**src/hdl/gzdt_pkg.sv**
```systemverilog
`default_nettype none

package gzdt_pkg;

  // Grid limits and the widths that follow from them.
  localparam int MAX_ROWS = 64;
  localparam int MAX_COLS = 64;
  localparam int ROW_W    = (MAX_ROWS > 1) ? $clog2(MAX_ROWS) : 1;
  localparam int COL_W    = (MAX_COLS > 1) ? $clog2(MAX_COLS) : 1;
  localparam int ADDR_W   = ROW_W + COL_W;
  localparam int CELLS    = 2 ** ADDR_W;
  localparam int PTR_W    = ADDR_W + 1;

  // Fixed field widths.
  localparam int CMD_W     = 2;
  localparam int IDX_W     = 6;
  localparam int SIZE_W    = 7;
  localparam int DIST_W    = 7;
  localparam int CELL_W    = DIST_W + 1;
  localparam int CFG_IDX_W = 2;

  // Common width for comparing coordinates against the grid size.
  localparam int RC_MAX = (ROW_W > COL_W) ? ROW_W : COL_W;
  localparam int CMP_W  = ((RC_MAX > SIZE_W) ? RC_MAX : SIZE_W) + 1;

  localparam logic [DIST_W-1:0] DIST_MAX   = {DIST_W{1'b1}};
  localparam logic [SIZE_W-1:0] SIZE_RESET = SIZE_W'(64);

  // Command codes.
  localparam logic [CMD_W-1:0] CMD_WRITE = 2'd0;
  localparam logic [CMD_W-1:0] CMD_RUN   = 2'd1;
  localparam logic [CMD_W-1:0] CMD_READ  = 2'd2;

  // Result kinds.
  localparam logic RK_DONE = 1'b0;
  localparam logic RK_READ = 1'b1;

  // Configuration register indexes.
  localparam logic [CFG_IDX_W-1:0] REG_GRID_ROWS = 2'd0;
  localparam logic [CFG_IDX_W-1:0] REG_GRID_COLS = 2'd1;

  // Neighbour slots, in search order.
  localparam int NB_UP    = 0;
  localparam int NB_DOWN  = 1;
  localparam int NB_LEFT  = 2;
  localparam int NB_RIGHT = 3;
  localparam int NB_NUM   = 4;

  typedef struct packed {
    logic              valid;
    logic [ADDR_W-1:0] addr;
  } nbr_t;

  // A size of zero acts as one; a size above the maximum acts as the maximum.
  function automatic logic [CMP_W-1:0] clamp_size(input logic [SIZE_W-1:0] v,
                                                  input logic [CMP_W-1:0]  mx);
    logic [CMP_W-1:0] w;
    w = CMP_W'(v);
    if (w == '0) begin
      clamp_size = CMP_W'(1);
    end else if (w > mx) begin
      clamp_size = mx;
    end else begin
      clamp_size = w;
    end
  endfunction

endpackage

`default_nettype wire

```
**src/hdl/gzdt_nbr.sv**
```systemverilog
`default_nettype none

// Works out the four neighbours of the current cell and whether each lies
// inside the grid in use.
module gzdt_nbr (
  input  wire logic [gzdt_pkg::ADDR_W-1:0] cur_addr,
  input  wire logic [gzdt_pkg::CMP_W-1:0]  rows_eff,
  input  wire logic [gzdt_pkg::CMP_W-1:0]  cols_eff,
  output gzdt_pkg::nbr_t [gzdt_pkg::NB_NUM-1:0] nbs
);

  logic [gzdt_pkg::ROW_W-1:0] cr;
  logic [gzdt_pkg::COL_W-1:0] cc;

  assign cr = cur_addr[gzdt_pkg::ADDR_W-1:gzdt_pkg::COL_W];
  assign cc = cur_addr[gzdt_pkg::COL_W-1:0];

  always_comb begin
    nbs[gzdt_pkg::NB_UP].valid    = (cr != '0);
    nbs[gzdt_pkg::NB_UP].addr     = {cr - gzdt_pkg::ROW_W'(1), cc};
    nbs[gzdt_pkg::NB_DOWN].valid  = (gzdt_pkg::CMP_W'(cr) + gzdt_pkg::CMP_W'(1)) < rows_eff;
    nbs[gzdt_pkg::NB_DOWN].addr   = {cr + gzdt_pkg::ROW_W'(1), cc};
    nbs[gzdt_pkg::NB_LEFT].valid  = (cc != '0);
    nbs[gzdt_pkg::NB_LEFT].addr   = {cr, cc - gzdt_pkg::COL_W'(1)};
    nbs[gzdt_pkg::NB_RIGHT].valid = (gzdt_pkg::CMP_W'(cc) + gzdt_pkg::CMP_W'(1)) < cols_eff;
    nbs[gzdt_pkg::NB_RIGHT].addr  = {cr, cc + gzdt_pkg::COL_W'(1)};
  end

endmodule

`default_nettype wire

```
**config.mk**
```make
export PLATFORM = sky130hd
export DESIGN_NAME = gzdt_nbr
export DESIGN_NICKNAME = d
export VERILOG_FILES = /design/src/hdl/gzdt_pkg.sv /design/src/hdl/gzdt_nbr.sv
export SDC_FILE = /design/constraint.sdc
export NUM_CORES = 1
export LEC_CHECK = 0
export ABC_AREA = 1
export ABC_CLOCK_PERIOD_IN_PS = 3000
export BUFFER_PORTS_ARGS = -buffer_cell sky130_fd_sc_hd__buf_2
export CORE_MARGIN = 4
export CORE_UTILIZATION = 35
export DETAILED_ROUTE_END_ITERATION = 7
export GPL_TIMING_DRIVEN = 0
export PLACE_DENSITY = 0.75
export SLEW_MARGIN = 30
export SYNTH_ARGS = -nofsm -noshare
export SYNTH_HDL_FRONTEND = slang
export SYNTH_SLANG_ARGS = --single-unit
```
**constraint.sdc**
```tcl
create_clock -name vclk -period 3
set_input_delay 0.75 -clock vclk [all_inputs]
set_output_delay 0.75 -clock vclk [all_outputs]
set_load 0.01 [all_outputs]
```
==> results of run 1 <==
-- cell usage after synthesis --
cell type,count,area (um^2)
xnor2_1,1,8.76
o21ai_0,2,10.0
clkbuf_2,1,5.00
nor3b_1,1,7.51
nor3_2,1,10.0
xor2_1,14,123
nand3_2,1,10.0
ha_1,18,225
nor2_1,8,30.0
inv_1,33,124
a21oi_1,6,30.0
nand4_1,4,25.0
buf_4,27,203
nand3_1,5,25.0
inv_2,1,3.75
nand2_1,24,90.1
-- layer usage --
| metal | up-vias | GRT usage [%] | part of all wire [%] |
|---|---|---|---|
| met5 | - | 0 | 0 |
| met1 | 433 | 16.2 | 42 |
| met2 | 33 | 22.2 | 53 |
| met4 | 0 | 0 | 0 |
| li1 | 577 | - | - |
| met3 | 0 | 0 | 5.9 |
-- worst max-delay path, delay by kind of cell --
kind	cells	cell delay [ns]
simple gates	3	0.39
fa+ha+maj	2	0.48
buf+inv	2	0.31
compound gates	2	0.22
-- stage by stage --
step | utilization, % | total power, mW
3_5_place_dp | 54.3 | 0.207
3_3_place_gp | 54.3 | 0.204
2_1_floorplan | - | 0.125
5_1_grt | 56.1 | 0.237
6_report | 56.1 | 0.211
4_1_cts | 54.3 | 0.208
-- path summary, 6_finish.rpt --
kind | end | slack (ns) | from
worst min-delay path | nbs[47] | 1.68 | cur_addr[8]
worst max-delay path | nbs[25] | 0.1 | cur_addr[7]
-- cells by family (layout without fill, tap and decap cells) --
family | Yosys count | in the layout | share of synthesized area, %
xor+xnor | 15 | 15 | 14.1
buf+inv | 62 | 141 | 36.1
fa+ha+maj | 18 | 18 | 24.2
compound gates | 8 | 8 | 4.31
simple gates | 44 | 44 | 21.3
-- cell type report --
class / instances / area (um^2)
plain buffers: 28 / 210
multi-input cells: 85 / 626
well taps: 30 / 37.5
inverters: 34 / 128
fillers: 253 / 1100
repair buffers: 79 / 400
-- where the power goes --
part / switching, mW / total [mW] / internal (mW)
Combinational: 0.110 / 0.211 / 0.101
Clock: 0 / 0 / 0
Sequential: 0 / 0 / 0
-- placed cells by master, fill, tap and decap left out --
cell type   n
ha_4        1
nand3_4     1
xnor2_1     1
clkbuf_4    2
xor2_1     14
nand2_1    24
nand3_1     4
buf_2      77
nor3_2      1
nor2_2      1
a21oi_2     1
ha_1       17
o21ai_0     2
nand4_1     4
buf_4      28
inv_1      32
a21oi_1     5
nor3b_1     1
nand3_2     1
nor2_1      7
inv_2       2
-- repair_timing --
item / 4_1_cts / 5_1_grt
setup endpoints to repair: 0 / 2
buffers inserted: 0 / 1
resized for setup: 0 / 9
==> qor.csv, run 1 <==
metric,value,unit
drc,0,
cp_max_fo,6,
antenna_found_initial,0,
setup_slack,0.0978,ns
worst_slew_pin_slew,0.221,ns
die_area,0.00354,mm^2
fin_setup_tns,0,ns
grt_pass1_vias,885,
drive_gt1_share,50.9,%
clkbuf_count,0,
crit_path_top_delay_cell,ha_1,
synth.distinct_cells,16,
syn_to_final_growth,50.7,%
power_leakage,0.910,nW
synth.cell_area,930,um^2
gp_congestion,0.850,
status,"finished, final reports clean",
ys_seq_area_share,0,%
n_sequential_cell,0,
n_antenna_cell,0,
dp_hpwl,2160,um
syn_avg_cell_area,6.32,um^2
finalNetCount,274,
grt_start_max_net_pins,8,
cts-hold-fix-buffers,0,
finalCritPeriodShare,96.7,%
min_path_type,in -> out,
io_buffers,78,
slowest_delay,0.26,ns
placed_cell_area,0.00136,mm^2
ios,80,
vias_per_cell,4.07,
drt_iter0_drc,13,
dp_slack,0.0744,ns
grt_usage,11.9,%
path_cells,buf_2 -> ha_1 -> nand3_2 -> nor3b_1 -> ha_1 -> nand2_1 -> o21ai_0 -> a21oi_1 -> buf_2,
chipHeight,59.5,um
start_util,37.2,%
vias,1043,
max_freq,0.345,GHz
pwr_density_cell,151,mW/mm^2
min_path_cells,2,
cp.arrival,2.15,ns
synth_warnings,0,
ff_latch_area,0,um^2
drv_slew,0,
setup_viol,0,
grt.overflow.total,0,
grt_pass1_wl,3530,um
end_kind,output pin,
cp-start-kind,input port,
vdd_drop_max,0.000104,V
stdcell_area,0.00140,mm^2
wl_per_cell,9.51,um
maxCapViolCount,0,
die_w,59.5,um
slew-limit-headroom,85.2,%
dr.pass1.iters,4,
period_needed,2.90,ns
synthCells,147,
rows,18,
crit_type,in -> out,
placed_cells,255,
final_cells,256,
totalWireLength,2430,um
syn-num-nets,193,
ant_nets,0,
cp_data_required_time,2.25,ns
core_area,0.00250,mm^2
timing.hold.ws,1.68,ns
finalHoldViolCount,0,
Note: power is estimated with default switching activity, not from simulation.
==> inputs of run 2 (changes only) <==
ABC_CLOCK_PERIOD_IN_PS = not set   (was 3000)
SETUP_SLACK_MARGIN = 0.4   (was not set)
==> qor.csv, run 2 (synthesized netlist as in run 1, its figures left out) <==
metric,value,unit,change
status,"finished, final reports clean",,
cp.arrival,2.05,ns,-0.10 ns
maxCapViolCount,0,,unchanged
final_common_cell,buf_2,,
ios,80,,unchanged
grt_pass1_vias,1038,,+17%
io_buffers,78,,unchanged
max_freq,0.358,GHz,+3.8%
rsz0062_at_grt,true,,
finalHoldViolCount,0,,unchanged
ff_latch_area,0,um^2,unchanged
crit_type,in -> out,,
timing.hold.ws,1.68,ns,-0.0000100 ns
antenna_found_initial,0,,unchanged
wl_per_cell,10.8,um,+14%
fin_setup_tns,0,ns,unchanged
core_area,0.00250,mm^2,unchanged
grt_start_max_net_pins,8,,unchanged
syn_to_final_growth,90.8,%,
die_area,0.00354,mm^2,unchanged
fillers,199,,-21%
n_sequential_cell,0,,unchanged
gp_congestion,0.813,,-4.4%
n_antenna_cell,0,,unchanged
drt_iter0_drc,17,,+4
clkbuf_count,0,,unchanged
pwr_density_cell,152,mW/mm^2,+0.81%
worst_slew_pin_slew,0.195,ns,-0.0261 ns
vdd_drop_max,0.0000969,V,-6.6%
dp_hpwl,2080,um,-3.8%
ant_nets,0,,unchanged
chipHeight,59.5,um,unchanged
rows,18,,unchanged
cp-start-kind,input port,,
die_w,59.5,um,unchanged
period_needed,2.80,ns,-0.107 ns
power_leakage,1.03,nW,+13%
vias_per_cell,4.29,,+5.2%
grt_pass1_wl,4220,um,+20%
drive_gt1_share,61.9,%,+11 points
cp_data_required_time,2.25,ns,about the same
end_kind,output pin,,
grt.overflow.total,0,,unchanged
final_cell_mix,"70 x buf_2, 37 x buf_4, 29 x inv_1",,
dr.pass1.iters,4,,unchanged
finalNetCount,287,,+4.7%
grt_usage,14.2,%,+2.3 points
vias,1153,,+11%
min_path_type,in -> out,,
slew-limit-headroom,87.0,%,+1.7 points
drv_slew,0,,unchanged
cp_max_fo,6,,unchanged
drc,0,,unchanged
start_util,37.2,%,unchanged
totalWireLength,2910,um,+20%
finalCritPeriodShare,93.2,%,-3.6 points
setup_viol,0,,unchanged
## run 2: worst paths after layout
path,from,to,slack [ns],cells past startpoint
hold / removal,cur_addr[8],nbs[34],1.68,2
setup / recovery,cur_addr[6],nbs[25],0.20,10
## run 2: power by group
group | internal (mW) | switching [mW] | total, mW | leakage, nW
Combinational | 0.140 | 0.130 | 0.270 | 1.03
Sequential | 0 | 0 | 0 | 0
Clock | 0 | 0 | 0 | 0
## run 2: timing repair
action / in CTS / in global routing
pin swaps: 10 / 6
buffers inserted: 8 / 6
endpoints found under the hold margin: 0 / 0
resized for setup: 31 / 32
setup endpoints to repair: 2 / 3
hold buffers: 0 / 0
## run 2: metrics by stage
stage                     setup slack [ns]  utilization [%]  cell area, um^2  total power [mW]  std cells
final                                0.205             71.0             1770             0.270        269
after global routing                 0.112             71.0             1770             0.299        269
after CTS                            0.219             62.9             1570             0.238        263
after detailed placement            0.0865             55.6             1390             0.209        255
after global placement              0.0638             55.6             1390             0.207        255
after floorplan                      0.194                -              961             0.129        147
## run 2: area by class of cell
type                            instances  area (um^2)  share of cell area, %
Tap cell                               30         37.5                   2.12
Timing Repair Buffer                   92          591                   33.3
Buffer                                 28          240                   13.5
Multi-Input combinational cell         85          767                   43.2
Inverter                               34          139                   7.83
## run 2: critical path, stage by stage
cell,delay [ns]
buf_8,0.11
clkinvlp_4,0.14
ha_4,0.27
ha_1,0.27
nand2_1,0.06
nand2_1,0.06
nand2_1,0.06
nand2_1,0.07
a21oi_2,0.12
buf_2,0.14
## run 2: routing by layer
metal / part of all wire, % / wire length [um] / vias to the layer above / track usage [%]
li1: - / - / 605 / -
met1: 35 / 1020 / 495 / 17.2
met2: 55 / 1600 / 49 / 27.6
met3: 8.2 / 239 / 4 / 1.31
met4: 1.8 / 51 / 0 / 0.949
met5: 0 / 0 / - / 0
==> inputs of run 3 (changes only) <==
clock period = 3.25 ns   (was 3 ns; I/O delays follow)
==> qor.csv, run 3 (synthesized netlist as in run 1, its figures left out) <==
metric,value,unit,change
start_util,37.2,%,unchanged
ant_nets,0,,unchanged
fillers,202,,+1.5%
fin_setup_tns,0,ns,unchanged
gp_congestion,0.813,,unchanged
finalCritPeriodShare,89.9,%,
chipHeight,59.5,um,unchanged
core_area,0.00250,mm^2,unchanged
cp.arrival,2.11,ns,+0.06 ns
p_total,246,uW,-8.9%
finalHoldViolCount,0,,unchanged
antenna_found_initial,0,,unchanged
grt_pass1_vias,1038,,unchanged
maxCapViolCount,0,,unchanged
slew-limit-headroom,87.0,%,unchanged
min_path_type,in -> out,,
vias,1152,,-0.087%
end_kind,output pin,,
wl_per_cell,10.8,um,-0.55%
drc,0,,unchanged
cp_data_required_time,2.44,ns,+0.19 ns
rsz0062_at_grt,true,,
vdd_drop_max,0.0000879,V,-9.3%
n_antenna_cell,0,,unchanged
period_needed,2.92,ns,
pwr_density_cell,140,mW/mm^2,-8.0%
syn_to_final_growth,89.0,%,
worst_slew_pin_slew,0.195,ns,unchanged
grt_pass1_wl,4220,um,unchanged
grt.overflow.total,0,,unchanged
drive_gt1_share,61.9,%,unchanged
cts-hold-fix-buffers,0,,unchanged
die_w,59.5,um,unchanged
final_cell_mix,"71 x buf_2, 40 x buf_4, 29 x inv_1",,
ff_latch_area,0,um^2,unchanged
grt_usage,14.2,%,unchanged
finalNetCount,287,,unchanged
cp-start-kind,input port,,
max_freq,0.342,GHz,
ios,80,,unchanged
io_buffers,78,,unchanged
status,"finished, final reports clean",,
die_area,0.00354,mm^2,unchanged
rows,18,,unchanged
power_leakage,1.02,nW,-0.57%
dr.pass1.iters,4,,unchanged
setup_viol,0,,unchanged
final_common_cell,buf_2,,
clkbuf_count,0,,unchanged
drv_slew,0,,unchanged
timing.hold.ws,1.81,ns,+0.125 ns
grt_start_max_net_pins,8,,unchanged
totalWireLength,2900,um,-0.55%
n_sequential_cell,0,,unchanged
cp_max_fo,6,,unchanged
drt_iter0_drc,18,,+1
dp_hpwl,2080,um,unchanged
crit_type,in -> out,,
vias_per_cell,4.28,,about the same
## run 3: cell counts in the layout (fill, tap and decap cells not counted)
No cell type changed its count.
## run 3: worst paths after layout
kind	startpoint	cells past startpoint	endpoint	slack (ns)
worst min-delay path	cur_addr[8]	2	nbs[34]	1.81
worst max-delay path	cur_addr[6]	10	nbs[25]	0.33
## run 3: per-layer routing
layer | share of wire, % | global-route usage (%) | vias to the layer above
li1 | - | - | 605
met1 | 35 | 17.2 | 494
met2 | 55 | 27.6 | 49
met3 | 8.3 | 1.31 | 4
met4 | 1.8 | 0.949 | 0
met5 | 0 | 0 | -
## run 3: repair_timing
item | 4_1_cts | 5_1_grt
setup buffers | 8 | 6
resized for setup | 31 | 27
cloned | 0 | 0
pin swaps | 10 | 6
setup endpoints to repair | 2 | 3
## run 3: critical path: stages
cell        delay (ns)
buf_8             0.11
clkinvlp_4        0.14
ha_4              0.27
ha_1              0.27
nand2_1           0.06
nand2_1           0.06
nand2_1           0.06
nand2_1           0.07
a21oi_2           0.12
buf_2             0.14
## run 3: power breakdown
| part | switching [mW] | internal [mW] |
|---|---|---|
| clock network | 0 | 0 |
| registers | 0 | 0 |
| logic | 0.119 | 0.127 |
| total | 0.119 | 0.127 |
## run 3: per-stage QoR
stage	cell area (um^2)	instances	utilization (%)	worst slack (ns)
3_5_place_dp	1390	255	55.6	0.212
6_report	1760	269	70.3	0.330
3_3_place_gp	1390	255	55.6	0.189
5_1_grt	1760	269	70.3	0.237
2_1_floorplan	961	147	-	0.319
4_1_cts	1570	263	62.9	0.344
## run 3: final cells by class
class | instances | area, um^2 | area share [%]
Multi-Input combinational cell | 85 | 767 | 43.7
Timing Repair Buffer | 92 | 573 | 32.6
Buffer | 28 | 240 | 13.7
Inverter | 34 | 139 | 7.91
Tap cell | 30 | 37.5 | 2.14
